**src/sv/assert_macros.svh**
```systemverilog
// assertion helpers shared by the rtl files
`ifndef ASSERT_MACROS_SVH
`define ASSERT_MACROS_SVH

// same-cycle implication, sampled on aclk, off while in reset
`define BOCC_ASSERT_IMPL(label, ante, cons, msg) \
    label: assert property (@(posedge aclk) disable iff (!aresetn) (ante) |-> (cons)) \
        else $error(msg);

// next-cycle implication, sampled on aclk, off while in reset
`define BOCC_ASSERT_NEXT(label, ante, cons, msg) \
    label: assert property (@(posedge aclk) disable iff (!aresetn) (ante) |=> (cons)) \
        else $error(msg);

`endif

```
**src/sv/bocc_pkg.sv**
```systemverilog
package bocc_pkg;

    // frame limits
    localparam int MAX_WIDTH  = 1024;
    localparam int MAX_HEIGHT = 4096;
    localparam int MIN_DIM    = 3;
    localparam int NUM_STAGES = 4;

    // field and counter widths
    localparam int WID_W      = 11;
    localparam int HGT_W      = 13;
    localparam int COL_W      = $clog2(MAX_WIDTH);
    localparam int ROW_W      = $clog2(MAX_HEIGHT) + 1;
    localparam int PIX_CNT_W  = $clog2(MAX_WIDTH * MAX_HEIGHT) + 1;
    localparam int LAG_W      = $clog2(NUM_STAGES * (MAX_WIDTH + 1) + 1);
    localparam int LINES      = 2;
    localparam int RAM_W      = LINES * NUM_STAGES;
    localparam int TDATA_W    = 8;

    // configuration port
    localparam int CFG_IDX_W  = 1;
    localparam int CFG_DATA_W = 13;
    localparam logic [CFG_IDX_W-1:0] CFG_IDX_WIDTH  = 1'd0;
    localparam logic [CFG_IDX_W-1:0] CFG_IDX_HEIGHT = 1'd1;
    localparam logic [WID_W-1:0] WIDTH_RESET  = 11'd640;
    localparam logic [HGT_W-1:0] HEIGHT_RESET = 13'd480;

    typedef enum logic {
        REQ_PIXEL = 1'b0,
        REQ_FLUSH = 1'b1
    } req_type_t;

    typedef enum logic {
        OP_ERODE  = 1'b0,
        OP_DILATE = 1'b1
    } morph_op_t;

    // erode, dilate, dilate, erode
    localparam morph_op_t STAGE_OP [NUM_STAGES] = '{OP_ERODE, OP_DILATE, OP_DILATE, OP_ERODE};

    // per-request advance of the stage chain
    typedef struct packed {
        logic                 adv;
        logic [PIX_CNT_W-1:0] virt;
    } adv_ctl_t;

    // geometry of the frame in progress
    typedef struct packed {
        logic [COL_W-1:0] wm1;
        logic [COL_W-1:0] wm2;
        logic [ROW_W-1:0] hm2;
    } geom_t;

    // result decision for the current request
    typedef struct packed {
        logic emit;
        logic last;
    } res_ctl_t;

    typedef struct packed {
        logic pixel_out;
        logic frame_last;
    } out_item_t;

endpackage

```
**src/sv/bocc_stage.sv**
```systemverilog
module bocc_stage import bocc_pkg::*; (
    input  logic             aclk,
    input  logic             aresetn,
    input  adv_ctl_t         ctl,
    input  geom_t            geom,
    input  logic [LAG_W-1:0] lag,
    input  morph_op_t        op,
    input  logic             x_in,
    input  logic [LINES-1:0] line_in,   // [0] one row back, [1] two rows back
    output logic             y_out,
    output logic [LINES-1:0] line_out
);

    logic [2:0]       col_a_reg;
    logic [2:0]       col_b_reg;
    logic [COL_W-1:0] col_pos_reg;
    logic [COL_W-1:0] col_pos_next;
    logic [ROW_W-1:0] row_pos_reg;
    logic [ROW_W-1:0] row_pos_next;
    logic [8:0]       win;
    logic             go;
    logic             interior;
    logic             op_val;

    // center pixel exists once the stream is a full row plus one ahead
    assign go = ctl.virt >= {{(PIX_CNT_W-LAG_W){1'b0}}, lag};

    // outer ring is forced to zero
    assign interior = go && (row_pos_reg != '0) && (row_pos_reg <= geom.hm2)
                      && (col_pos_reg != '0) && (col_pos_reg <= geom.wm2);

    // 3x3 window: two stored columns plus the incoming one
    assign win    = {col_a_reg, col_b_reg, line_in[1], line_in[0], x_in};
    assign op_val = (op == OP_ERODE) ? (&win) : (|win);
    assign y_out  = interior & op_val;

    // shift the line pair for this column
    assign line_out = {line_in[0], x_in};

    // raster position of the center pixel
    always_comb begin
        col_pos_next = col_pos_reg;
        row_pos_next = row_pos_reg;
        if (!go) begin
            col_pos_next = '0;
            row_pos_next = '0;
        end else if (col_pos_reg == geom.wm1) begin
            col_pos_next = '0;
            row_pos_next = row_pos_reg + ROW_W'(1);
        end else begin
            col_pos_next = col_pos_reg + COL_W'(1);
        end
    end

    always_ff @(posedge aclk) begin
        if (!aresetn) begin
            col_pos_reg <= '0;
            row_pos_reg <= '0;
        end else if (ctl.adv) begin
            col_pos_reg <= col_pos_next;
            row_pos_reg <= row_pos_next;
        end
    end

    // window columns
    always_ff @(posedge aclk) begin
        if (ctl.adv) begin
            col_a_reg <= col_b_reg;
            col_b_reg <= {line_in[1], line_in[0], x_in};
        end
    end

endmodule

```
**config.mk**
```make
export PLATFORM = sky130hd
export DESIGN_NAME = bocc_stage
export DESIGN_NICKNAME = d
export VERILOG_FILES = /design/src/sv/assert_macros.svh /design/src/sv/bocc_pkg.sv /design/src/sv/bocc_stage.sv
export SDC_FILE = /design/constraint.sdc
export NUM_CORES = 1
export LEC_CHECK = 0
export ABC_CLOCK_PERIOD_IN_PS = 2700
export BUFFER_PORTS_ARGS = -buffer_cell sky130_fd_sc_hd__buf_2
export CAP_MARGIN = 10
export CORE_ASPECT_RATIO = 0.8
export CORE_UTILIZATION = 51
export DETAILED_ROUTE_END_ITERATION = 8
export GPL_ROUTABILITY_DRIVEN = 0
export PLACE_DENSITY = 0.76
export SYNTH_ARGS = -nofsm -noshare
export SYNTH_HDL_FRONTEND = slang
export SYNTH_SLANG_ARGS = --single-unit
```
**constraint.sdc**
```tcl
create_clock -name aclk -period 2.7 [get_ports aclk]
set_input_delay 0.54 -clock aclk [delete_from_list [all_inputs] [get_ports aclk]]
set_output_delay 0.54 -clock aclk [all_outputs]
set_load 0.02 [all_outputs]
```
Yosys cells after proc, flatten, opt, wreduce, memory -nomap -nowiden:

Cells that the tools add are included.

* eq/ne operators: 2
* muxes and demuxes: 5
* bitwise gates (word level): 1
* reduce and logical (&&, ||, !) cells: 9
* order comparisons: 3
* add/subtract/negate cells: 2

Operators with widths (number)
* $mux W13: 2
* $ge A23 B13 Y1: 1
* $mux W10: 2
* $add A13 B1 Y13 const B: 1
* $le A13 B13 Y1: 1
* $reduce_bool A13 Y1: 1
* $add A10 B1 Y10 const B: 1
* $eq A10 B10 Y1: 1
* $le A10 B10 Y1: 1
* $reduce_bool A10 Y1: 1
* $reduce_and A9 Y1: 1
* $reduce_or A9 Y1: 1
* $logic_and A1 B1 Y1: 4
* $ne A2 B1 Y1 const B: 1
* $reduce_and A2 Y1: 1
* $and A1 B1 Y1: 1
* $mux W1: 1

* output and inout bits: 3
* input bits: 76
* register bits after elaboration: 29
* logic and storage cells: 26

Logic depth before layout (Yosys ltp):

* depth after elaboration: 6
* mapped depth: 9
* mapped depth without buffers: 8

Worst setup path before layout:

OpenSTA, ideal clock, no wires.

* path kind: in2out
* start: input port lag[4]
* end: output port y_out
* data required time: 2.160 ns
* data arrival time: 2.038 ns
* stages: 7
* setup slack: 0.122 ns
* cells stage by stage: inv_1 -> ha_1 -> a21o_1 -> a211o_1 -> a41oi_2 -> o21ai_0 -> and4_1

* word-level cells in the longest chain between the ends: 6

RTL lines
* from (decl): RTL line bocc_stage.sv:6 `input logic [LAG_W-1:0] lag,`
* $ge A23 B13 Y1: RTL line bocc_stage.sv:26 `assign go = ctl.virt >= {{(PIX_CNT_W-LAG_W){1'b0}}, lag};`
* $logic_and A1 B1 Y1 (2 in series): RTL line bocc_stage.sv:29 `assign interior = go && (row_pos_reg != '0) && (row_pos_reg <= geom.hm2)`
* $logic_and A1 B1 Y1 (2 in series): RTL line bocc_stage.sv:30 `&& (col_pos_reg != '0) && (col_pos_reg <= geom.wm2);`
* $and A1 B1 Y1: RTL line bocc_stage.sv:35 `assign y_out = interior & op_val;`
* to (decl): RTL line bocc_stage.sv:10 `output logic y_out,`

Every way passes these cells.

Worst setup path in the final report:

* start: input port ctl[4] (netlist bit)
* end: output port y_out

* word-level cells in the longest chain between the ends: 6

RTL lines
* from (decl): RTL line bocc_stage.sv:4 `input adv_ctl_t ctl,`
* $ge A23 B13 Y1: RTL line bocc_stage.sv:26
* $logic_and A1 B1 Y1 (2 in series): RTL line bocc_stage.sv:29
* $logic_and A1 B1 Y1 (2 in series): RTL line bocc_stage.sv:30
* $and A1 B1 Y1: RTL line bocc_stage.sv:35

Every way passes these cells.

==> results.yml <==
clocking:
  cts-root-buf: "clkbuf_8"
  cts_tree: "done"
  cts_buffer_depth: 2
  cts.reportedPaths.clkPinSlew_ns: 0.06
  clock_sinks: 29
  htree_levels: 2
  hold_buffers: 0
  clk_latency_ns: 0.28
  cts_inserted_buffers: 5
die:
  fp.dieH_um: 65.6
  coreArea_um2: 4710
  die_w_um: 81.5
  start_util_pct: 54.8
  dieArea_um2: 5340
  row_count: 22
  top_level_ports: 79
timing:
  rsz0062_at_grt: "no"
  fmaxAchievable_mhz: 384
  setup_tns_ns: 0
  timing.final.crit_share_pct: 96.5
  setup_viol: 0
  hold_violations: 0
  finalMaxSlewViolations: 0
  slew_headroom_pct: 70.4
  skew_ns: 0.00420
  tightest_slew_ns: 0.444
  period_minus_slack_ns: 2.61
synth:
  syn_avg_cell_area_um2: 8.45
  syn_nets: 421
  synth_top_family_by_area: "simple AND/OR/NAND/NOR gates"
  synth.top_cells.by_count: "inv_1 (42), ha_1 (40), dfxtp_1 (23)"
  synthArstFlopShare_pct: 0
  netlist.area_leader.share_pct: 19.4
  synth.area.mux_share_pct: 2.72
  synthXorXnorAreaFrac_pct: 7.38
  synth_top_cell_by_area: "ha_1"
  yosysSeqAreaShare_pct: 24.9
  yosys_register_bits: 29
  yosysMostFrequentCell: "inv_1"
  ys_top_cells_by_area: "ha_1 (19%), dfxtp_1 (18%), edfxtp_1 (7.0%), inv_1 (6.1%), nand3_1 (4.1%)"
  synth_compound_area_share_pct: 13.6
  synth_cells: 305
  yosys_warnings: 0
  synth_area_um2: 2580
  synth_cell_type_count: 50
  synth_simple_gate_area_share_pct: 23.6
  ys.flop_type: "dfxtp_1"
  synth_fa_ha_area_share_pct: 19.4
  synth_edf_count: 6
outcome:
  outcome: "finished, final reports clean"
critical_path:
  worst_ep_required_time_ns: 2.16
  crit_type: "primary input to output port"
  cp_max_fo: 2
  crit_arrival_ns: 2.07
  critPathLaunchType: "primary input"
  setup.worst_path.end_class: "output port"
global_routing:
  grt_max_degree: 18
  grt_pass1_vias: 2171
  grt_pass1_wl_um: 9220
  grt_overflow: 0
  antenna_found_initial: 0
  grt.total_usage_pct: 22.4
pwr:
  power_density_nw_per_um2: 321
  leakagePower_nw: 1.56
  total_power_mw: 1.03
  ir_drop_uv: 361
finish:
  nFillCells: 409
  fin_cells: 457
  antenna_cells: 0
  nNetsFinal: 512
  area_growth_pct: 24.2
  utilization_pct: 68.0
  drive_above_1_share_pct: 29.5
  largest_reg_flops: 13
placement:
  dp_hpwl_um: 4640
  portBuffers: 78
  dp.cells: 449
routing:
  viasPerCell: 5.44
  drt-pass1-iter-count: 4
  wl_per_cell_um: 12.3
  antenna_left: 0
  drc: 0
  vias: 2485
  drt_iter0_drc: 152
  drt_wl_total_um: 5630
worst_hold_path:
  worstHoldPathType: "register to register"
run:
  drv_cap: 0
## cell type report
class / count / area [um^2] / area share [%]
clock buffer: 8 / 90.1 / 2.81
inverter: 42 / 158 / 4.93
multi-input combinational: 225 / 1730 / 54.1
sequential: 29 / 644 / 20.1
tap: 60 / 75.1 / 2.35
timing repair buffer: 93 / 503 / 15.7
## power breakdown
part           internal (mW)  switching [mW]  leakage [nW]  total (mW)
clock network          0.207           0.160        0.0455       0.367
logic                  0.103          0.0981          1.27       0.201
registers              0.453         0.00549         0.246       0.459
## metal layers
metal  vias up  routed length [um]  global-route usage [%]
li1       1274                   -                       -
met1      1128                2700                    29.3
met2        78                2470                    37.3
met3         5                 411                    3.89
met4         0                  51                    6.70
met5         -                   0                       0
## worst paths after layout
kind | slack [ns] | endpoint | start | depth (start not counted)
hold / removal | 0.45 | col_a_reg[2]$_DFFE_PP_ | col_b_reg[2]$_DFFE_PP_ | 0
setup reg to reg | 0.79 | row_pos_reg[9]$_SDFFE_PN0P_ | col_pos_reg[3]$_SDFFE_PN0P_ | 7
setup / recovery | 0.09 | y_out | ctl[4] | 8
hold reg to reg | 0.45 | col_a_reg[2]$_DFFE_PP_ | col_b_reg[2]$_DFFE_PP_ | 0
## stage by stage
stage,instance area (um^2),hold WS (ns),worst slack [ns]
floorplan,2580,0.427,0.122
global route,3200,0.463,0.00805
CTS,3190,0.454,0.0176
detailed placement,3100,0.439,0.0276
global placement,3100,0.433,0.0464
finish,3200,0.454,0.0937
## worst max-delay path, stage by stage
cell,delay (ns)
buf_2,0.10
ha_1,0.30
a21o_1,0.18
a211o_1,0.29
a41oi_2,0.17
o21ai_1,0.13
and4_1,0.20
buf_2,0.15
## cells by family after synthesis
logic type / count (synthesis)
simple gates: 108
buf+inv: 51
compound gates: 50
fa+ha+maj: 40
flops: 29
xor+xnor: 20
mux: 7
## cells in the final DEF, fill, tap and decap left out, drive strengths merged, types with 2 or more instances in the layout
cell type  instances
buf               93
inv               42
ha                40
dfxtp             23
nand3             22
nor2              17
nand2             16
nand4             15
a21oi             15
xnor2             14
o21ai              9
nor3               9
a21o               8
nor4               8
clkbuf             8
mux2i              7
nand3b             7
xor2               6
edfxtp             6
nor2b              4
a211oi             4
o2111ai            3
a21boi             3
and4               2
a31oi              2
nand2b             2
and3               2
## timing repair
item                                    CTS  global route
hold endpoints to repair                  0             0
endpoints found under the setup margin    0             1
setup buffers                             0             0
resized for setup                         0             8
Power figures use the tool's default switching activity.
