==> src/sv/assert_macros.svh <==
// assertion helpers shared by the rtl files
`ifndef ASSERT_MACROS_SVH
`define ASSERT_MACROS_SVH

// same-cycle implication, sampled on aclk, off while in reset
`define BOCC_ASSERT_IMPL(label, ante, cons, msg) \
    label: assert property (@(posedge aclk) disable iff (!aresetn) (ante) |-> (cons)) \
        else $error(msg);

// next-cycle implication, sampled on aclk, off while in reset
`define BOCC_ASSERT_NEXT(label, ante, cons, msg) \
    label: assert property (@(posedge aclk) disable iff (!aresetn) (ante) |=> (cons)) \
        else $error(msg);

`endif

==> src/sv/bocc_pkg.sv <==
package bocc_pkg;

    // frame limits
    localparam int MAX_WIDTH  = 1024;
    localparam int MAX_HEIGHT = 4096;
    localparam int MIN_DIM    = 3;
    localparam int NUM_STAGES = 4;

    // field and counter widths
    localparam int WID_W      = 11;
    localparam int HGT_W      = 13;
    localparam int COL_W      = $clog2(MAX_WIDTH);
    localparam int ROW_W      = $clog2(MAX_HEIGHT) + 1;
    localparam int PIX_CNT_W  = $clog2(MAX_WIDTH * MAX_HEIGHT) + 1;
    localparam int LAG_W      = $clog2(NUM_STAGES * (MAX_WIDTH + 1) + 1);
    localparam int LINES      = 2;
    localparam int RAM_W      = LINES * NUM_STAGES;
    localparam int TDATA_W    = 8;

    // configuration port
    localparam int CFG_IDX_W  = 1;
    localparam int CFG_DATA_W = 13;
    localparam logic [CFG_IDX_W-1:0] CFG_IDX_WIDTH  = 1'd0;
    localparam logic [CFG_IDX_W-1:0] CFG_IDX_HEIGHT = 1'd1;
    localparam logic [WID_W-1:0] WIDTH_RESET  = 11'd640;
    localparam logic [HGT_W-1:0] HEIGHT_RESET = 13'd480;

    typedef enum logic {
        REQ_PIXEL = 1'b0,
        REQ_FLUSH = 1'b1
    } req_type_t;

    typedef enum logic {
        OP_ERODE  = 1'b0,
        OP_DILATE = 1'b1
    } morph_op_t;

    // erode, dilate, dilate, erode
    localparam morph_op_t STAGE_OP [NUM_STAGES] = '{OP_ERODE, OP_DILATE, OP_DILATE, OP_ERODE};

    // per-request advance of the stage chain
    typedef struct packed {
        logic                 adv;
        logic [PIX_CNT_W-1:0] virt;
    } adv_ctl_t;

    // geometry of the frame in progress
    typedef struct packed {
        logic [COL_W-1:0] wm1;
        logic [COL_W-1:0] wm2;
        logic [ROW_W-1:0] hm2;
    } geom_t;

    // result decision for the current request
    typedef struct packed {
        logic emit;
        logic last;
    } res_ctl_t;

    typedef struct packed {
        logic pixel_out;
        logic frame_last;
    } out_item_t;

endpackage

==> src/sv/bocc_out_skid.sv <==
`include "assert_macros.svh"

module bocc_out_skid import bocc_pkg::*; (
    input  logic      aclk,
    input  logic      aresetn,
    input  logic      push,
    input  out_item_t push_item,
    output logic      in_ready,
    output logic      m_valid,
    output out_item_t m_item,
    input  logic      m_ready
);

    logic      main_valid_reg;
    logic      main_valid_next;
    logic      skid_valid_reg;
    logic      skid_valid_next;
    out_item_t main_item_reg;
    out_item_t main_item_next;
    out_item_t skid_item_reg;
    out_item_t skid_item_next;
    logic      pop;

    assign pop = main_valid_reg && m_ready;

    // two-entry output buffer: main register plus skid
    always_comb begin
        main_valid_next = main_valid_reg;
        skid_valid_next = skid_valid_reg;
        main_item_next  = main_item_reg;
        skid_item_next  = skid_item_reg;
        if (skid_valid_reg) begin
            if (pop) begin
                main_item_next  = skid_item_reg;
                skid_valid_next = 1'b0;
            end
        end else if (push) begin
            if (!main_valid_reg || pop) begin
                main_item_next  = push_item;
                main_valid_next = 1'b1;
            end else begin
                skid_item_next  = push_item;
                skid_valid_next = 1'b1;
            end
        end else if (pop) begin
            main_valid_next = 1'b0;
        end
    end

    always_ff @(posedge aclk) begin
        if (!aresetn) begin
            main_valid_reg <= 1'b0;
            skid_valid_reg <= 1'b0;
        end else begin
            main_valid_reg <= main_valid_next;
            skid_valid_reg <= skid_valid_next;
        end
    end

    always_ff @(posedge aclk) begin
        main_item_reg <= main_item_next;
        skid_item_reg <= skid_item_next;
    end

    assign in_ready = !skid_valid_reg;
    assign m_valid  = main_valid_reg;
    assign m_item   = main_item_reg;

    `BOCC_ASSERT_IMPL(a_skid_order, skid_valid_reg, main_valid_reg,
                      "skid entry without main entry")
    `BOCC_ASSERT_NEXT(a_skid_drain, skid_valid_reg && pop,
                      main_valid_reg && !skid_valid_reg,
                      "skid entry not moved up")

endmodule

==> config.mk <==
export PLATFORM = sky130hd
export DESIGN_NAME = bocc_out_skid
export DESIGN_NICKNAME = d
export VERILOG_FILES = /design/src/sv/bocc_pkg.sv /design/src/sv/bocc_out_skid.sv
export VERILOG_INCLUDE_DIRS = /design/src /design/src/sv
export SDC_FILE = /design/constraint.sdc
export NUM_CORES = 1
export LEC_CHECK = 0
export BUFFER_PORTS_ARGS = -buffer_cell sky130_fd_sc_hd__buf_2
export CAP_MARGIN = 30
export CORE_AREA = 2 2 39 41
export CTS_CLUSTER_SIZE = 8
export DETAILED_ROUTE_END_ITERATION = 12
export DIE_AREA = 0 0 41 43
export PLACE_DENSITY = 0.45
export SYNTH_ARGS = -nofsm -noshare
export SYNTH_HDL_FRONTEND = slang
export SYNTH_SLANG_ARGS = --single-unit
==> constraint.sdc <==
create_clock -name aclk -period 3.12 [get_ports aclk]
set_input_delay 0.312 -clock aclk [delete_from_list [all_inputs] [get_ports aclk]]
set_output_delay 0.312 -clock aclk [all_outputs]
set_load 0.02 [all_outputs]
Word-level counts from Yosys, hierarchy flattened
Index checks and enable logic that the tools add are counted.
{"block": "totals", "regBits": 6, "latchBits": 0, "mem_bits_rw": 0, "mem_bits_ro": 0, "inputBits": 6, "out_inout_bits": 4, "wordCells": 31, "n_memories": 0}
{"block": "op_classes", "n_addsub": 0, "n_mul": 0, "n_div": 0, "order_cmp": 0, "eq_ne": 2, "shifts": 0, "mux": 11, "n_bitwise": 2, "n_reduce_logical": 10}
{"cell": "AND reduction 3 bit", "count": 3}
{"cell": "2-to-1 mux 2 bit", "count": 4}
{"cell": "2-to-1 mux 1 bit", "count": 7}
{"cell": "nonzero test 2 bit", "count": 3}
{"cell": "inequality test 2 x 1 -> 1 bit (second input constant)", "count": 2}
{"cell": "logical NOT 1 bit", "count": 2}
{"cell": "inverter 1 bit", "count": 2}
{"cell": "logical AND 1 bit", "count": 1}
{"cell": "logical OR 1 bit", "count": 1}

Longest topological paths before layout
Gate-level depths: netlist of run 1.
{"block": "logic_depth", "ltp_word": 5, "ltp_mapped": 3, "mapped_depth_nobuf": 2}

Least setup slack after synthesis of run 1
No wires, ideal clock.
{"block": "synth_timing", "path_type": "flip-flop to flip-flop", "start": "register skid_valid_reg", "end": "register skid_item_reg[0] (netlist bit), enable pin", "setup_ns": 0.299, "arrival_ns": 0.800, "required_ns": 2.821, "path_slack_ns": 2.021, "path_stages_with_launch": 4, "n_path_buf": 1, "period_less_slack_ns": 1.099, "path_cell_list": "dfxtp_1 buf_6 inv_1 and4_1"}
{"block": "synth_between", "elab_chain_len": 2}
{"item": "start: declaration", "line": "bocc_out_skid.sv:16", "rtl": "logic skid_valid_reg;"}
{"item": "start signal: assignment", "line": "bocc_out_skid.sv:56", "rtl": "skid_valid_reg <= skid_valid_next;"}
{"item": "inverter 1 bit (no line)"}
{"item": "AND reduction 3 bit (no line)"}
{"item": "end signal: assignment", "line": "bocc_out_skid.sv:62", "rtl": "skid_item_reg <= skid_item_next;"}
{"item": "end: declaration", "line": "bocc_out_skid.sv:20", "rtl": "out_item_t skid_item_reg;"}
Every way passes these cells.
A chain may end at the register's enable or synchronous reset.

Worst setup path in the final report of run 1
{"block": "layout_timing", "start": "register skid_valid_reg", "end": "output in_ready"}
{"block": "layout_between", "elab_chain_len": 1}
{"item": "logical NOT 1 bit", "line": "bocc_out_skid.sv:65", "rtl": "assign in_ready = !skid_valid_reg;"}
{"item": "end: declaration", "line": "bocc_out_skid.sv:8", "rtl": "output logic in_ready,"}
Every way passes these cells.

==> results.ini, run 1 <==
[yosys]
syn_inst = 21
ys_types = 13
synth_top_family_by_area = multiplexers
synthAdderAreaFrac_pct = 0
syn-num-nets = 27
ys_warn_count = 0
synth.mux.area_fraction_pct = 14.7
syn_area_um2 = 272
synthSimpleGateAreaFrac_pct = 9.68
synth_compound_area_share_pct = 8.29
synth.avg_cell_area_um2 = 12.9
ys_seq_area_share_pct = 59.0
synthXorXnorAreaFrac_pct = 0
ys_seq_elements = 6

[grt]
grt_antenna_before_repair = 0
overflow = 0
grt_pass1_wl_um = 848
track_usage_pct = 8.06
grt_pass1_vias = 202
grt_max_degree = 8

[timing]
finClkSkew_ps = 1.90
worst_pin_slew_ps = 286
setup_viol = 0
drv_slew = 0
setup_slack_ps = 1820
hold_violations = 0
maxSlewHeadroom_pct = 80.9
fin_crit_ps = 1300
whs_ps = 262
rsz0062_at_grt = no
finalCritPeriodShare_pct = 41.6
max_freq_mhz = 771
setup_tns_ps = 0

[floorplan]
die_h_um = 43
core_um2 = 1380
io-pin-count = 10
dieWidth_um = 41
initial_core_util_pct = 19.6
rows = 14
die_area_um2 = 1760

[final_layout]
antenna_cells = 0
final_nets = 40
layout-drive-gt1-share_pct = 42.4
synthToLayoutAreaGrowth_pct = 29.5
nFillCells = 147
utilization_pct = 25.4
fin_cells = 49

[worst_setup_path]
cp.required_ps = 2810
rr_startpoint = skid_valid_reg
cp-end-kind = output pin
crit_type = flop to output pin
rr_worst_depth = 2
cp_max_fo = 7
r2r-end = m_item[1]
rrSetupSlack_ps = 2010
cp-start-kind = flop
worstPathArrival_ps = 990

[route]
wl_um = 510
post_drt_wl_per_cell_um = 10.4
ant_nets = 0
vias = 199
drcViolationCount = 0
via_per_inst = 4.06
dr.pass1.iters = 3
first_iter_violations = 7

[clock_tree]
cts_resized = 0
clk_pin_slew_ps = 50
cts_setup_buffers = 0
clock_sinks = 6
numCtsBuffers = 3
cts_root_buf = clkbuf_4
cts_buffer_depth = 2
ctsHoldBuffers = 0
clock_latency_ps = 250
tritoncts = yes
htreeDepth = 1

[place]
io_buffer_count = 9
post-place-ws_ps = 2020
globalplace.congestion = 0.640
dpl.cell_count = 45

[pwr]
irDropWorstVdd_mv = 0.206
powerDensity_nw_per_um2 = 576
leakagePower_nw = 0.147

[worst_hold_path]
min_from = push_item[0]
holdPathStages = 1
min_delay_worst_endpoint = skid_item_reg[0]
min_path_type = primary input to flop

[flow_run]
maxCapViolCount = 0

[outcome]
status = finished clean

## cells in the final DEF, fill, tap and decap left out
cell type	Yosys	final
nand2_1	1	1
o21ai_0	1	1
clkbuf_4	0	3
edfxtp_1	4	4
inv_1	3	3
buf_2	0	9
nand3b_1	1	1
clkbuf_1	0	1
and4_1	1	1
a211oi_1	1	1
mux2i_1	1	1
dfxtp_1	2	2
nor2b_1	1	1
a21oi_1	2	2
mux2_4	2	2
## critical path, cell delays in order, from the launching register on
cell and delay (ps):
dfxtp_1 480, inv_1 90, buf_2 170
## cell type report
type / instances / area [um^2] / share of cell area, %
clock buffer: 4 / 26.3 / 7.47
sequential: 6 / 160 / 45.6
timing repair buffer: 9 / 45.0 / 12.8
tap: 16 / 20.0 / 5.69
multi-input combinational: 11 / 88.8 / 25.3
inverter: 3 / 11.3 / 3.20
## cell usage after synthesis (all sizes together)
| cell | count | area share, % |
|---|---|---|
| and4 | 1 | 3.2 |
| a21oi | 2 | 3.7 |
| inv | 3 | 4.1 |
| edfxtp | 4 | 44 |
| mux2 | 2 | 11 |
| nand3b | 1 | 2.8 |
| nor2b | 1 | 2.3 |
| o21ai | 1 | 1.8 |
| a211oi | 1 | 2.8 |
| buf | 1 | 4.1 |
| dfxtp | 2 | 15 |
| mux2i | 1 | 3.7 |
| nand2 | 1 | 1.4 |
## through the flow
step	power (mW)	cell area, um^2
2_1_floorplan	0.113	272
3_3_place_gp	0.121	325
3_5_place_dp	0.122	325
4_1_cts	0.207	352
5_1_grt	0.215	352
6_report	0.203	352
## report_power, final
| group | internal (mW) | total, mW | switching [mW] |
|---|---|---|---|
| Sequential | 0.0908 | 0.0953 | 0.00451 |
| Clock | 0.0488 | 0.0823 | 0.0335 |
| Combinational | 0.0117 | 0.0251 | 0.0134 |
## metal layers
layer,vias up,global-route usage (%),share of wire (%)
li1,98,-,-
met1,91,9.12,45
met2,10,9.69,43
met3,0,4.71,11
met4,0,8.00,0
met5,-,0,0
## cells by family after synthesis
| logic type | Yosys count |
|---|---|
| buf+inv | 4 |
| simple gates | 4 |
| flops | 6 |
| compound gates | 4 |
| mux | 3 |
## how the worst max path moves through the flow
stage,startpoint,to,slack [ps],cells after the start
final,skid_valid_reg,in_ready,1820,2
after global routing,skid_valid_reg,in_ready,1770,2
after CTS,skid_valid_reg,in_ready,1820,2
after detailed placement,skid_valid_reg,m_item[0],2020,2
after floorplan,skid_valid_reg,skid_item_reg[0],2020,3
after global placement,skid_valid_reg,m_item[0],2060,2
No activity file was read; power rests on OpenSTA's default activity.
==> run 2, diff against run 1 <==
--- a/config.mk
+++ b/config.mk
@@ -6,6 +6,7 @@
 export SDC_FILE = /design/constraint.sdc
 export NUM_CORES = 1
 export LEC_CHECK = 0
+export ABC_AREA = 1
 export BUFFER_PORTS_ARGS = -buffer_cell sky130_fd_sc_hd__buf_2
 export CAP_MARGIN = 30
 export CORE_AREA = 2 2 39 41
==> constraint.sdc (replaced) <==
create_clock -name aclk -period 1.2 [get_ports aclk]
set_input_delay 0.12 -clock aclk [delete_from_list [all_inputs] [get_ports aclk]]
set_output_delay 0.12 -clock aclk [all_outputs]
set_load 0.02 [all_outputs]
==> run 2 against run 1 <==
  * Cell count rose by 20%
  * Via count grew 19%
  * Hold slack worse by 200 ps
  * Wire length increased by 1.8%
  * Critical path type is now flop to flop
==> results.ini, run 2 <==
[place]
globalplace.congestion = 0.702  ; +9.7%
place_hpwl_um = 415
placed_area_um2 = 339  ; +4.2%
io_buffer_count = 9  ; unchanged

[timing]
setup_viol = 0  ; unchanged
max_freq_mhz = 948
finalCritPeriodShare_pct = 87.9
rsz0062_at_grt = no
worst_pin_slew_ps = 286  ; +0.207 ps
hold_violations = 0  ; unchanged
drv_slew = 0  ; unchanged
finClkSkew_ps = 1.43  ; -0.472 ps
setup_tns_ps = 0  ; unchanged
maxSlewHeadroom_pct = 80.8  ; -0.13 points
fin_crit_ps = 1050

[grt]
grt_pass1_vias = 207  ; +2.5%
grt_antenna_before_repair = 0  ; unchanged
grt_max_degree = 7  ; -1
overflow = 0  ; unchanged
grt_pass1_wl_um = 793  ; -6.5%
track_usage_pct = 7.56  ; -0.50 points

[worst_hold_path]
min_path_type = primary input to flop

[yosys]
syn_area_um2 = 274  ; +0.92%
ys_async_sr_fraction_pct = 0  ; unchanged
synth_edf_count = 4  ; unchanged
ys_warn_count = 0  ; unchanged
yosysTopAreaCellShare_pct = 43.8  ; -0.40 points
syn_inst = 31  ; +48%
synth.most_common_cell = nand2_1
ys_seq_area_share_pct = 58.4  ; -0.54 points
synth.largest_area_cell = edfxtp_1
ys_types = 11  ; -2
synthTopCellsByCount = nand2_1 (11), edfxtp_1 (4), inv_2 (3), nor2_2 (3)
synth.avg_cell_area_um2 = 8.84  ; -32%
synth_area_leaders = edfxtp_1 (44%), nand2_1 (15%), dfxtp_1 (15%), nor2_2 (6.8%), inv_2 (4.1%)
ys_seq_elements = 6  ; unchanged
syn-num-nets = 37  ; +37%
synthFlopType = edfxtp_1

[floorplan]
rows = 14  ; unchanged
initial_core_util_pct = 19.8  ; +0.18 points
die_h_um = 43  ; unchanged
dieWidth_um = 41  ; unchanged
io-pin-count = 10  ; unchanged
die_area_um2 = 1760  ; unchanged
core_um2 = 1380  ; unchanged

[clock_tree]
tritoncts = yes
htreeDepth = 1  ; unchanged
cts_buffer_depth = 2  ; unchanged
numCtsBuffers = 3  ; unchanged
clk_pin_slew_ps = 50  ; about the same
ctsHoldBuffers = 0  ; unchanged
clock_latency_ps = 250  ; about the same
cts_setup_buffers = 0  ; unchanged
clock_sinks = 6  ; unchanged
cts_root_buf = clkbuf_4
cts_resized = 0  ; unchanged

[final_layout]
final_nets = 51  ; +28%
fin_area_um2 = 362  ; +2.8%
mostFrequentLayoutCell = nand2_1
antenna_cells = 0  ; unchanged
final_cell_mix = nand2_1 (11), buf_2 (9), edfxtp_1 (4)
layout-drive-gt1-share_pct = 46.5  ; +4.1 points
nFillCells = 158  ; +7.5%
synthToLayoutAreaGrowth_pct = 32.0

[route]
wl_um = 519  ; +1.8%
ant_nets = 0  ; unchanged
vias = 237  ; +19%
via_per_inst = 4.02  ; -1.1%
post_drt_wl_per_cell_um = 8.80  ; -15%
dr.pass1.iters = 2  ; -1
first_iter_violations = 7  ; unchanged
drcViolationCount = 0  ; unchanged

[worst_setup_path]
cp-start-kind = flop
cp_max_fo = 6  ; -1
cp.required_ps = 1160  ; -1650 ps
crit_type = flop to flop
cp-end-kind = flop
worstPathArrival_ps = 1010  ; +20 ps

[pwr]
irDropWorstVdd_mv = 0.379  ; +84%
leakagePower_nw = 0.171  ; +17%
powerDensity_nw_per_um2 = 1410  ; +140%

[outcome]
status = finished clean

[flow_run]
maxCapViolCount = 0  ; unchanged

[run 2: cell count changes after synthesis, sizes merged, moves of 2 or more]
cell / before / now
nor2: 0 / 5
a21oi: 2 / 0
inv: 3 / 5
mux2: 2 / 0
nand2: 1 / 13
[run 2: kinds of logic after synthesis]
| group | share of synthesized area, % |
|---|---|
| flops | 58.4 |
| compound gates | 1.82 |
| buf+inv | 6.85 |
| simple gates | 32.9 |
[run 2: layout make-up]
class                           count  area [um^2]  area share, %
Clock buffer                        3         22.5           6.23
Inverter                            5         18.8           5.19
Multi-Input combinational cell     20         95.1           26.3
Sequential cell                     6          160           44.3
Tap cell                           16         20.0           5.54
Timing Repair Buffer                9         45.0           12.5
[run 2: critical path: stages, from the launching register on]
cell	delay [ps]
dfxtp_1	420
inv_2	90
nand2_4	90
inv_2	30
nor2_2	120
[run 2: metal layers]
metal / vias up / track usage [%] / part of all wire [%]
li1: 122 / - / -
met1: 104 / 7.49 / 39
met2: 9 / 9.38 / 45
met3: 2 / 3.66 / 13
met4: 0 / 10.0 / 3.3
met5: - / 0 / 0
[run 2: through the flow]
step | setup WS, ps | power, mW | instances | hold slack [ps] | util (%)
floorplan | 98.5 | 0.295 | 31 | 219 | -
detailed placement | 150 | 0.322 | 56 | 319 | 24.5
finish | 145 | 0.509 | 59 | 66.8 | 26.1
global placement | 132 | 0.322 | 56 | 320 | 24.5
CTS | 142 | 0.519 | 59 | 62.4 | 26.1
global route | 62.5 | 0.533 | 59 | 64.9 | 26.1
[run 2: worst paths after layout]
path	slack, ps	cells past startpoint	start	to
setup / recovery	150	4	skid_valid_reg	m_item[0]
hold reg to reg	530	2	skid_item_reg[1]	m_item[1]
setup reg to reg	150	4	skid_valid_reg	m_item[0]
hold / removal	70	1	push_item[0]	skid_item_reg[0]
[run 2: where the power goes]
group | switching (mW) | total, mW | internal, mW
registers | 0.00696 | 0.243 | 0.236
logic | 0.0474 | 0.0743 | 0.0269
clock network | 0.0786 | 0.192 | 0.114
