**config.mk**
```make
export PLATFORM = sky130hd
export DESIGN_NAME = bocc_ctrl
export DESIGN_NICKNAME = d
export VERILOG_FILES = /design/src/sv/bocc_pkg.sv /design/src/sv/bocc_ctrl.sv
export VERILOG_INCLUDE_DIRS = /design/src /design/src/sv
export SDC_FILE = /design/constraint.sdc
export NUM_CORES = 1
export LEC_CHECK = 0
export BUFFER_PORTS_ARGS = -buffer_cell sky130_fd_sc_hd__buf_2
export CELL_PAD_IN_SITES_DETAIL_PLACEMENT = 1
export CELL_PAD_IN_SITES_GLOBAL_PLACEMENT = 1
export CORE_ASPECT_RATIO = 1.5
export CORE_MARGIN = 1
export CORE_UTILIZATION = 40
export CTS_CLUSTER_DIAMETER = 60
export DETAILED_ROUTE_END_ITERATION = 10
export PLACE_DENSITY = 0.72
export SETUP_SLACK_MARGIN = 0.2
export SLEW_MARGIN = 5
export SYNTH_ARGS = -nofsm -noshare
export SYNTH_HDL_FRONTEND = slang
export SYNTH_SLANG_ARGS = --single-unit
```
**constraint.sdc**
```tcl
create_clock -name aclk -period 11 [get_ports aclk]
set_input_delay 2.2 -clock aclk [delete_from_list [all_inputs] [get_ports aclk]]
set_output_delay 2.2 -clock aclk [all_outputs]
set_load 0.03 [all_outputs]
```
**src/sv/assert_macros.svh**
```systemverilog
// assertion helpers shared by the rtl files
`ifndef ASSERT_MACROS_SVH
`define ASSERT_MACROS_SVH

// same-cycle implication, sampled on aclk, off while in reset
`define BOCC_ASSERT_IMPL(label, ante, cons, msg) \
    label: assert property (@(posedge aclk) disable iff (!aresetn) (ante) |-> (cons)) \
        else $error(msg);

// next-cycle implication, sampled on aclk, off while in reset
`define BOCC_ASSERT_NEXT(label, ante, cons, msg) \
    label: assert property (@(posedge aclk) disable iff (!aresetn) (ante) |=> (cons)) \
        else $error(msg);

`endif

```
**src/sv/bocc_pkg.sv**
```systemverilog
package bocc_pkg;

    // frame limits
    localparam int MAX_WIDTH  = 1024;
    localparam int MAX_HEIGHT = 4096;
    localparam int MIN_DIM    = 3;
    localparam int NUM_STAGES = 4;

    // field and counter widths
    localparam int WID_W      = 11;
    localparam int HGT_W      = 13;
    localparam int COL_W      = $clog2(MAX_WIDTH);
    localparam int ROW_W      = $clog2(MAX_HEIGHT) + 1;
    localparam int PIX_CNT_W  = $clog2(MAX_WIDTH * MAX_HEIGHT) + 1;
    localparam int LAG_W      = $clog2(NUM_STAGES * (MAX_WIDTH + 1) + 1);
    localparam int LINES      = 2;
    localparam int RAM_W      = LINES * NUM_STAGES;
    localparam int TDATA_W    = 8;

    // configuration port
    localparam int CFG_IDX_W  = 1;
    localparam int CFG_DATA_W = 13;
    localparam logic [CFG_IDX_W-1:0] CFG_IDX_WIDTH  = 1'd0;
    localparam logic [CFG_IDX_W-1:0] CFG_IDX_HEIGHT = 1'd1;
    localparam logic [WID_W-1:0] WIDTH_RESET  = 11'd640;
    localparam logic [HGT_W-1:0] HEIGHT_RESET = 13'd480;

    typedef enum logic {
        REQ_PIXEL = 1'b0,
        REQ_FLUSH = 1'b1
    } req_type_t;

    typedef enum logic {
        OP_ERODE  = 1'b0,
        OP_DILATE = 1'b1
    } morph_op_t;

    // erode, dilate, dilate, erode
    localparam morph_op_t STAGE_OP [NUM_STAGES] = '{OP_ERODE, OP_DILATE, OP_DILATE, OP_ERODE};

    // per-request advance of the stage chain
    typedef struct packed {
        logic                 adv;
        logic [PIX_CNT_W-1:0] virt;
    } adv_ctl_t;

    // geometry of the frame in progress
    typedef struct packed {
        logic [COL_W-1:0] wm1;
        logic [COL_W-1:0] wm2;
        logic [ROW_W-1:0] hm2;
    } geom_t;

    // result decision for the current request
    typedef struct packed {
        logic emit;
        logic last;
    } res_ctl_t;

    typedef struct packed {
        logic pixel_out;
        logic frame_last;
    } out_item_t;

endpackage

```
**src/sv/bocc_ctrl.sv**
```systemverilog
`include "assert_macros.svh"

module bocc_ctrl import bocc_pkg::*; (
    input  logic                            aclk,
    input  logic                            aresetn,
    input  logic                            cfg_valid,
    output logic                            cfg_ready,
    input  logic [CFG_IDX_W-1:0]            cfg_index,
    input  logic [CFG_DATA_W-1:0]           cfg_data,
    input  logic                            accept,
    input  req_type_t                       req_type,
    output adv_ctl_t                        adv_ctl,
    output geom_t                           geom,
    output logic [NUM_STAGES-1:0][LAG_W-1:0] lag,
    output logic                            ram_we,
    output logic [COL_W-1:0]                ram_waddr,
    output logic [COL_W-1:0]                ram_raddr,
    output res_ctl_t                        res_ctl
);

    logic [WID_W-1:0]                 width_cfg_reg;
    logic [HGT_W-1:0]                 height_cfg_reg;
    logic [PIX_CNT_W-1:0]             cnt_reg;
    logic [PIX_CNT_W-1:0]             cnt_next;
    logic [PIX_CNT_W-1:0]             total_reg;
    logic [PIX_CNT_W-1:0]             total_next;
    logic [PIX_CNT_W-1:0]             emitted_reg;
    logic [PIX_CNT_W-1:0]             emitted_next;
    logic [PIX_CNT_W-1:0]             virt_reg;
    logic [PIX_CNT_W-1:0]             virt_next;
    logic [COL_W-1:0]                 ptr_reg;
    logic [COL_W-1:0]                 ptr_next;
    logic [COL_W-1:0]                 wm1_reg;
    logic [COL_W-1:0]                 wm2_reg;
    logic [ROW_W-1:0]                 hm2_reg;
    logic [NUM_STAGES-1:0][LAG_W-1:0] lag_reg;
    logic [NUM_STAGES-1:0][LAG_W-1:0] lag_next;

    logic [WID_W-1:0]             w_cl;
    logic [HGT_W-1:0]             h_cl;
    logic [WID_W+HGT_W-1:0]       prod;
    logic [LAG_W-1:0]             lag_base;
    logic                         is_pix;
    logic                         start;
    logic                         start_req;
    logic                         go_last;
    logic                         last_pix;
    logic                         flush_ok;
    logic                         emit;
    logic                         adv;
    logic [PIX_CNT_W-1:0]         virt_cur;
    logic [COL_W-1:0]             ptr_cur;
    logic [COL_W-1:0]             wm1_cur;
    logic [COL_W-1:0]             ptr_adv;

    assign cfg_ready = 1'b1;

    // register writes
    always_ff @(posedge aclk) begin
        if (!aresetn) begin
            width_cfg_reg  <= WIDTH_RESET;
            height_cfg_reg <= HEIGHT_RESET;
        end else if (cfg_valid && cfg_ready) begin
            case (cfg_index)
                CFG_IDX_WIDTH: begin
                    width_cfg_reg <= cfg_data[WID_W-1:0];
                end
                CFG_IDX_HEIGHT: begin
                    height_cfg_reg <= cfg_data[HGT_W-1:0];
                end
                default: begin
                end
            endcase
        end
    end

    // saturate geometry to the supported range
    always_comb begin
        if (width_cfg_reg < WID_W'(MIN_DIM)) begin
            w_cl = WID_W'(MIN_DIM);
        end else if (width_cfg_reg > WID_W'(MAX_WIDTH)) begin
            w_cl = WID_W'(MAX_WIDTH);
        end else begin
            w_cl = width_cfg_reg;
        end
        if (height_cfg_reg < HGT_W'(MIN_DIM)) begin
            h_cl = HGT_W'(MIN_DIM);
        end else if (height_cfg_reg > HGT_W'(MAX_HEIGHT)) begin
            h_cl = HGT_W'(MAX_HEIGHT);
        end else begin
            h_cl = height_cfg_reg;
        end
    end

    // frame size and per-stage lag, latched at frame start
    assign prod       = {{HGT_W{1'b0}}, w_cl} * {{WID_W{1'b0}}, h_cl};
    assign total_next = start_req ? prod[PIX_CNT_W-1:0] : total_reg;
    assign lag_base   = LAG_W'(w_cl) + LAG_W'(1);

    always_comb begin
        for (int k = 0; k < NUM_STAGES; k++) begin
            lag_next[k] = lag_base * LAG_W'(k + 1);
        end
    end

    // request classification
    assign is_pix    = (req_type == REQ_PIXEL);
    assign start     = is_pix && ((cnt_reg == '0) || (cnt_reg >= total_reg));
    assign start_req = accept && start;
    assign virt_cur  = start ? '0 : virt_reg;
    assign go_last   = !start
                       && (virt_cur >= {{(PIX_CNT_W-LAG_W){1'b0}}, lag_reg[NUM_STAGES-1]});
    assign last_pix  = !start && ((cnt_reg + PIX_CNT_W'(1)) == total_reg);
    assign flush_ok  = !is_pix && (total_reg != '0) && (cnt_reg >= total_reg)
                       && (emitted_reg < total_reg);
    assign emit      = accept && (is_pix ? (go_last || last_pix) : flush_ok);
    assign adv       = accept && (is_pix || flush_ok);

    // line memory column pointer, wraps at the frame width
    assign ptr_cur  = start ? '0 : ptr_reg;
    assign wm1_cur  = start ? COL_W'(w_cl - WID_W'(1)) : wm1_reg;
    assign ptr_adv  = (ptr_cur == wm1_cur) ? '0 : ptr_cur + COL_W'(1);
    assign ptr_next = adv ? ptr_adv : ptr_reg;

    // next values of the frame counters
    always_comb begin
        cnt_next     = cnt_reg;
        emitted_next = emitted_reg;
        virt_next    = virt_reg;
        if (accept && is_pix) begin
            cnt_next = start ? PIX_CNT_W'(1) : cnt_reg + PIX_CNT_W'(1);
        end
        if (start_req) begin
            emitted_next = '0;
        end else if (emit) begin
            emitted_next = emitted_reg + PIX_CNT_W'(1);
        end
        if (adv) begin
            virt_next = virt_cur + PIX_CNT_W'(1);
        end
    end

    always_ff @(posedge aclk) begin
        if (!aresetn) begin
            cnt_reg     <= '0;
            total_reg   <= '0;
            emitted_reg <= '0;
            virt_reg    <= '0;
            ptr_reg     <= '0;
            wm1_reg     <= '0;
            wm2_reg     <= '0;
            hm2_reg     <= '0;
            lag_reg     <= '0;
        end else begin
            cnt_reg     <= cnt_next;
            total_reg   <= total_next;
            emitted_reg <= emitted_next;
            virt_reg    <= virt_next;
            ptr_reg     <= ptr_next;
            if (start_req) begin
                wm1_reg <= COL_W'(w_cl - WID_W'(1));
                wm2_reg <= COL_W'(w_cl - WID_W'(2));
                hm2_reg <= ROW_W'(h_cl - HGT_W'(2));
                lag_reg <= lag_next;
            end
        end
    end

    assign adv_ctl   = '{adv: adv, virt: virt_cur};
    assign geom      = '{wm1: wm1_reg, wm2: wm2_reg, hm2: hm2_reg};
    assign lag       = lag_reg;
    assign ram_we    = adv;
    assign ram_waddr = ptr_cur;
    assign ram_raddr = ptr_next;
    assign res_ctl   = '{emit: emit,
                         last: !start && ((emitted_reg + PIX_CNT_W'(1)) == total_reg)};

    `BOCC_ASSERT_IMPL(a_emit_bound, 1'b1, emitted_reg <= total_reg,
                      "more pixels out than frame size")
    `BOCC_ASSERT_NEXT(a_last_closes, res_ctl.emit && res_ctl.last,
                      emitted_reg == total_reg,
                      "frame end mark not at frame end")
    `BOCC_ASSERT_NEXT(a_spare_flush,
                      accept && !is_pix && (emitted_reg >= total_reg),
                      $stable(virt_reg) && $stable(ptr_reg),
                      "spare flush moved the stage chain")

endmodule

```
After elaboration in Yosys (flattened, before gate mapping):

Cells that the tools add are included.
Widths: inputs -> output; s select.

* add/subtract/negate cells: 8
* reductions and logical operators: 20
* multiply operators: 2
* bitwise logic cells: 3
* $lt $le $gt $ge: 7
* shift operators: 0
* mux-type cells: 11
* div/mod/pow operators: 0
* equality and inequality tests: 3

Operator list (count)
* $add 23x1->23 const B: 3
* $eq 23x23->1: 2
* $mux 23: 2
* $mux 10: 4
* $mux 13: 2
* $ge 23x13->1: 1
* $ge 23x23->1: 1
* $logic_not 23->1: 1
* $lt 23x23->1: 1
* $mul 11x13->23: 1
* $reduce_bool 23->1: 1
* $mux 11: 2
* $gt 13x13->1 const B: 1
* $lt 13x2->1 const B: 1
* $mul 12x2->13 const B: 1
* $sub 13x2->13 const B: 1
* $add 11x1->12 const B: 1
* $gt 11x11->1 const B: 1
* $logic_and 1x1->1: 11
* $lt 11x2->1 const B: 1
* $add 10x1->10 const B: 1
* $eq 10x10->1: 1
* $sub 10x1->10 const B: 1
* $sub 10x2->10 const B: 1
* 6 further kinds: 11

* memories kept: 0
* bits in latches: 0
* bits of input ports: 19
* RAM bits: 0
* logic and storage cells: 68
* register bits after elaboration: 208
* ROM bits: 0

Logic depth before layout (Yosys ltp):

Gate-level depths: netlist of the first run.

* word-level depth: 9
* depth in mapped cells: 26
* mapped depth without buffers: 25

Least setup slack after synthesis of the first run:

OpenSTA, ideal clock, no wires.

* path kind: input to output
* from: input req_type
* to: output res_ctl[1] (netlist name)
* path buffers: 4
* data arrival time: 5.061 ns
* required time: 8.800 ns
* slack: 3.739 ns
* cell stages on the path: 15
* cells stage by stage: a21oi_2 > clkbuf_1 > clkbuf_1 > nor2b_1 > ha_1 > o21ai_0 > a31oi_1 > o41ai_1 > o21ai_0 > a21oi_1 > o221ai_2 > o21ai_4 > buf_6 > nand2_1 > buf_4

RTL lines
* start, declared: line bocc_ctrl.sv:11 `input req_type_t req_type,`
* end, declared: line bocc_ctrl.sv:18 `output res_ctl_t res_ctl`

==> results of run 1 <==
-- layout make-up --
type                    instances  area, um^2
inverters                     195         734
clock buffers                  17         425
well taps                     564         706
flip-flops and latches        181        3620
clock inverters                15         210
multi-input cells            1660       11900
fillers                      5216       23500
repair buffers                169         903
-- through the flow --
stage	utilization [%]	worst slack, ps	area (um^2)	hold WS (ps)
6_report	44.0	2380	18500	460
4_1_cts	44.0	2400	18500	462
3_5_place_dp	42.5	2940	17900	449
2_1_floorplan	-	3740	17000	437
5_1_grt	44.0	2000	18500	499
3_3_place_gp	42.5	3170	17900	442
-- cells in the final DEF (no fill, tap or decap), types with 7 or more instances in the layout --
cell	count
nor2b_1	65
buf_4	23
a211oi_1	45
fa_1	98
o21ai_0	65
o211ai_1	9
a22o_1	7
o31ai_1	7
clkbuf_16	17
a21o_1	17
nand2_1	283
buf_2	146
xnor2_1	90
a31oi_1	23
and3_1	27
nand3_1	78
mux2i_1	9
ha_1	139
nor3_1	29
a21oi_1	128
nor2_1	185
a211o_1	10
and4_1	12
nor4_1	46
nand3b_1	9
nand2b_1	22
or3_1	14
or4_1	27
nand4_1	48
o21bai_1	8
and2_1	29
dfxtp_1	181
xor2_1	48
inv_1	192
-- logic make-up after synthesis --
logic type,Yosys count
compound gates,373
xor+xnor,138
fa+ha+maj,237
buf+inv,364
flops,181
mux,9
other cells,2
simple gates,897
-- worst max path at each step --
stage / slack, ps / cells after the start / start / to
floorplan: 3740 / 15 / req_type / res_ctl[1]
global placement: 3170 / 14 / req_type / res_ctl[1]
detailed placement: 2940 / 19 / total_reg[19] / res_ctl[1]
CTS: 2400 / 19 / total_reg[19] / res_ctl[1]
global route: 2000 / 19 / total_reg[19] / res_ctl[1]
finish: 2380 / 19 / total_reg[19] / res_ctl[1]
-- power by group through the flow --
stage,combinational (W),sequential (W),clock (W)
after floorplan,0.000530,0.000762,0
after global placement,0.000755,0.000740,0
after detailed placement,0.000778,0.000742,0
after CTS,0.000785,0.000727,0.000697
after global routing,0.000863,0.000732,0.000717
final,0.000781,0.000728,0.000679
-- critical path, cell delays in order (launching register included) --
cell and delay [ps]:
dfxtp_1 550, inv_1 170, ha_1 320, nand4_1 180
nor4_1 600, nand2_1 130, a2bb2oi_1 170, nand2_1 600
nand2_1 430, nand2_1 240, ha_1 260, nand2_1 70
a31oi_1 90, o41ai_1 250, o21ai_0 160, a21oi_1 270
o221ai_2 270, o21ai_4 760, nand2_1 180, buf_2 220
-- layer usage --
layer / up-vias / track usage [%] / part of all wire [%]
met3: 123 / 3.01 / 2.6
met4: 0 / 13.1 / 4.4
met5: - / 0 / 0
met1: 7967 / 29.7 / 40
li1: 7491 / - / -
met2: 290 / 50.0 / 53
==> results by group, run 1 <==
Yosys
  – Register bit total from synthesis: 181
  – Post-synth top area share: a little over a fifth
  – Combinational family with the most area after synthesis: simple AND/OR/NAND/NOR gates
  – Post-Syn Area: 17000 um^2
  – Syn Area/Cell: 7.73 um^2
  – Synth top cells by count: nand2_1 (283), inv_1 (192), nor2_1 (186), dfxtp_1 (181), ha_1 (139)
  – Ys flop type: dfxtp_1
  – Xor/xnor cell area share of the yosys netlist: around 7%
  – Netlist cell types: 76
  – Post-synthesis compound-gate area fraction: 14.1%
  – Most area-hungry cell type in the Yosys netlist: dfxtp_1
  – Yosys warns: 0
  – Post-Syn Instances: roughly 2200
  – Post-synthesis adder-cell area fraction: 21.8%
  – Asr flop ratio synth: 0%
  – Sequential area share after synthesis: approximately a fifth
  – Most common cell in the netlist: nand2_1
  – Synth area leaders: dfxtp_1 (21%), fa_1 (12%), ha_1 (10%), nand2_1 (6.2%), xnor2_1 (4.6%)
  – Mux cell area share after synthesis: 0.530%
  – Post-synth EDFFs: 0
  – Simple-Gate Fraction of Synth Area: 26.1%

Run
  – Max Cap Violations: 0

Run status
  – Status: finished clean

STA
  – # setup viols final: 0
  – Endpoints failing hold: 0
  – Setup Skew: 17.8 ps
  – Setup TNS: 0 ps
  – Final Max Tran Viols: 0
  – RSZ-0062 raised after global routing: no
  – Fin crit share: 78.3%
  – Worst slew pin tran: 1180 ps
  – Period minus WS final: between 8000 and 9000 ps
  – Rel. slew slack: 21.3%
  – Max Clock Freq: around 0.12 GHz

Min path
  – WHS Endpoint: width_cfg_reg[1]
  – Hold path depth: 2
  – Worst hold path type: flip-flop to flip-flop
  – Min-Delay Startpoint: width_cfg_reg[1]

Route
  – Vias: roughly 16000
  – Via density: 5.67
  – Post-route ant nets: 0
  – DRC Markers: 0
  – Final wirelength: 57.8 mm
  – Routed len/inst: a little over 20 um
  – Initial DRC count: between 700 and 800
  – First-pass detailed-route iteration total: 5

Finish
  – NumNets Final: 2480
  – Area growth, synth to finish: 8.72%
  – Diodes inserted: 0
  – Layout cell share with drive strength beyond 1: 10.1%
  – Fin cells: 2801

Clock tree
  – Clock Path Buffers: 2
  – Sinks on Clock Net: 181
  – CTS-repair resized insts: 0
  – Clk_lat worst skew: 470 ps
  – TritonCTS clock tree: done
  – Worst-path clk slew: roughly 80 ps
  – Post-CTS Hold Buffers: 0
  – # H-tree levels: 4
  – CTS root buf: clkbuf_16
  – Number of buffers created by CTS: 17
  – Setup bufs post-CTS: 0

Floorplan
  – Die ar.: around 43000 um^2
  – Die height: 255 um
  – Initial Util: roughly two fifths
  – Row cnt: 92
  – Horiz. Die Dim: 170 um
  – Number of I/O pins: 152
  – Core footprint: 42000 um^2

Power
  – Internal power: 0.00130 W
  – Pwr dens: around 120 nW/um^2
  – Clk pwr share: 31.0%
  – Sw frac: 40.5%
  – Psw: between 0.0008 and 0.0009 W
  – Leakage: 8.30 nW
  – Power, Total: 0.00219 W
  – Seq pwr share: 33.3%
  – Comb pwr share: 35.7%
  – Worst VDD drop: 0.104 mV

Placement
  – Port Buffers: approximately 150
  – Placed insts: 2769
  – Final HPWL from detailed placement: 45.1 mm
  – Routability congestion estimate: 0.940

Global route
  – Antenna violations before repair: 0
  – Vias in the first global route: 16450
  – Congestion Overflow GR: 0
  – First-pass GRT wire length: 90.0 mm
  – Pin count of the biggest net entering global routing: 90
  – GR Util All Layers: 26.8%

Critical path
  – R2r setup slk: 3570 ps
  – Critical R2R Capture: total_reg[22]
  – Crit. End Element: primary output
  – Crit path DAT: 6420 ps
  – Crit Path Class: flip-flop to primary output
  – Worst reg2reg path depth: 23
  – CP Data Required Time: 8800 ps
  – CP max FO: 37
  – Worst R2R Start: height_cfg_reg[3]
  – CP Launch Type: flip-flop
No activity file was read; power rests on OpenSTA's default activity.
==> run 2: changes to the inputs <==
Settings changed: ABC_AREA set to 1, PLACE_DENSITY 0.72 to 0.74.
Clock period 11 ns to 8 ns, I/O delays scaled along.
==> run 2 against run 1 <==
  * Critical path depth grew 4
  * Via count grew 0.43%
  * Synthesized cell count grew 7.1%
  * First-iteration DRC count grew 6.3%
  * Total power grew 41%
  * Sequential share of layout area grew 0.61 points
  * Design area shrank 3.0%
  * Final cell count grew 5.9%
  * Register-to-register slack lost 2200 ps
  * Non-clock buffer count shrank 3
  * Clock power grew 29%
  * Core utilization grew 0.48 points
  * Critical path type unchanged
  * Largest power group unchanged
==> results by group, run 2 <==
STA
  – RSZ-0062 raised after global routing: no
  – Hold slack: between 400 and 500 ps
  – Setup TNS: 0 ps
  – # setup viols final: 0
  – Worst slew pin tran: 799 ps
  – Max Clock Freq: roughly 0.14 GHz
  – Final Max Tran Viols: 0
  – Setup Skew: 19.1 ps
  – Endpoints failing hold: 0
  – Period minus WS final: 7050 ps
  – Fin crit share: between 80% and 90%
  – Rel. slew slack: ~47%

Clock tree
  – Clock Path Buffers: 2
  – Worst-path clk slew: 70 ps
  – CTS-repair resized insts: 0
  – Clk_lat worst skew: 470 ps
  – # H-tree levels: 4
  – TritonCTS clock tree: done
  – Setup bufs post-CTS: 0
  – Post-CTS Hold Buffers: 0
  – CTS root buf: clkbuf_16
  – Sinks on Clock Net: between 150 and 200
  – Number of buffers created by CTS: 17

Min path
  – Min-Delay Startpoint: wm2_reg[0]
  – WHS Endpoint: wm2_reg[0]
  – Worst hold path type: flip-flop to flip-flop
  – Hold path depth: 2

Finish
  – Diodes inserted: 0
  – NumNets Final: 2704
  – Post-layout util: between 40% and 50%
  – Most frequent cells in the layout: nand2_1 (564), inv_1 (352), nor2_1 (244), dfxtp_1 (181), a21oi_1 (148)
  – Area growth, synth to finish: 9.56%
  – Layout cell share with drive strength beyond 1: 9.71%
  – Most common cell after layout, fill and taps aside: nand2_1
  – Fin cells: 2967

Placement
  – Port Buffers: 146
  – Final HPWL from detailed placement: 48.8 mm
  – Placed insts: 2935
  – Routability congestion estimate: 0.935

Power
  – Worst VDD drop: roughly 0.17 mV
  – Pwr dens: 172 nW/um^2
  – Leakage: 8.78 nW

Critical path
  – CP Launch Type: flip-flop
  – CP max FO: 27
  – Critical R2R Capture: total_reg[19]
  – Crit Path Class: flip-flop to primary output
  – Crit path DAT: 5450 ps
  – Worst R2R Start: height_cfg_reg[11]
  – CP Data Required Time: 6400 ps
  – Worst reg2reg path depth: 22
  – R2r setup slk: 1330 ps
  – Crit. End Element: primary output

Yosys
  – Post-synth EDFFs: 0
  – Most common cell in the netlist: nand2_1
  – Post-synth top area share: 22.1%
  – Yosys warns: 0
  – Register bit total from synthesis: 181
  – Post-Syn Instances: roughly 2400
  – Post-Syn Area: 16400 um^2
  – Asr flop ratio synth: 0%
  – Ys flop type: dfxtp_1
  – Sequential area share after synthesis: 22.1%
  – Syn Area/Cell: between 6 and 7 um^2
  – Netlist cell types: 52
  – Most area-hungry cell type in the Yosys netlist: dfxtp_1
  – Synth area leaders: dfxtp_1 (22%), nand2_1 (13%), fa_1 (12%), ha_1 (11%), inv_1 (8.1%)
  – Synth top cells by count: nand2_1 (564), inv_1 (352), nor2_1 (245), dfxtp_1 (181), a21oi_1 (148)

Route
  – Routed len/inst: 20.4 um
  – Final wirelength: just over 60 mm
  – First-pass detailed-route iteration total: 5
  – Via density: 5.37
  – Vias: 15939
  – Post-route ant nets: 0
  – DRC Markers: 0
  – Initial DRC count: 746

Floorplan
  – Die ar.: approximately 42000 um^2
  – Initial Util: 40.6%
  – Core footprint: 40300 um^2
  – Horiz. Die Dim: 167 um
  – Row cnt: 90
  – Number of I/O pins: 152
  – Die height: 250 um

Global route
  – Congestion Overflow GR: 0
  – Pin count of the biggest net entering global routing: 55
  – GR Util All Layers: 29.5%
  – Antenna violations before repair: 0
  – Vias in the first global route: 17047
  – First-pass GRT wire length: 94.3 mm

Run status
  – Status: finished clean

Run
  – Max Cap Violations: 0
[run 2: cell count changes after synthesis, sizes merged, moves of 38 or more]
cell | previous run | this run
nand2 | 283 | 573
inv | 194 | 357
nor2 | 187 | 260
nor2b | 65 | 0
xnor2 | 90 | 25
clkbuf | 99 | 40
o21ai | 66 | 119
a211oi | 47 | 4
nand3 | 79 | 121
nor4 | 46 | 8
[run 2: per-stage QoR]
step,cell area [um^2],setup WS [ps],total power [W]
after detailed placement,17400,1330,0.00224
after global routing,17900,757,0.00329
final,17900,954,0.00309
after global placement,17400,1530,0.00220
after floorplan,16400,2190,0.00187
after CTS,17900,982,0.00312
[run 2: worst max-delay path by stage]
stage / start / to / slack, ps
floorplan: req_type / res_ctl[1] / 2190
global placement: height_cfg_reg[7] / total_reg[22] / 1530
detailed placement: height_cfg_reg[11] / total_reg[19] / 1330
CTS: total_reg[21] / res_ctl[1] / 980
global route: total_reg[21] / res_ctl[1] / 760
finish: total_reg[21] / res_ctl[1] / 950
[run 2: final cells by class]
cell class / count / area, um^2
Clock inverter: 10 / 111
Tap cell: 506 / 633
Inverter: 364 / 1370
Multi-Input combinational cell: 1718 / 10900
Timing Repair Buffer: 166 / 881
Sequential cell: 181 / 3620
Clock buffer: 22 / 464
Fill cell: 5358 / 22400
[run 2: per-layer routing]
metal | GRT usage [%] | part of all wire, % | routed length, um
met5 | 0 | 0 | 0
met4 | 14.5 | 4.9 | 2990
met3 | 2.93 | 2.2 | 1340
met2 | 57.8 | 55 | 33100
met1 | 30.8 | 38 | 23100
[run 2: cell families after synthesis]
logic type	Yosys count	synth area share [%]
XOR/XNOR	106	5.85
flip-flops	181	22.1
other	2	0.0459
AND/OR/NAND/NOR	1035	26.4
buffers and inverters	462	11.7
AO/OA/AOI/OAI	334	11.2
adder cells (fa/ha/maj)	237	22.6
[run 2: critical path: stages, from the launching register on]
cell and delay, ps:
dfxtp_1 520, inv_1 270, ha_1 350, nand2_1 70, nor2_1 180, nand2_1 90, nor2_1 120, nand2_1 80
nand4_1 200, nand2_2 80, inv_1 590, nor2_1 190, ha_1 360, a21oi_1 130, nor2_1 60, a211oi_1 240
a21oi_1 110, nor2_1 150, nand3_1 100, nor2_1 170, nand3_2 170, nand2_4 290, nand2_8 200, buf_2 230
[run 2: power breakdown]
group	internal [W]	switching (W)	total, W
logic	0.000401	0.000816	0.00122
clock network	0.000455	0.000418	0.000873
registers	0.000948	0.0000545	0.00100
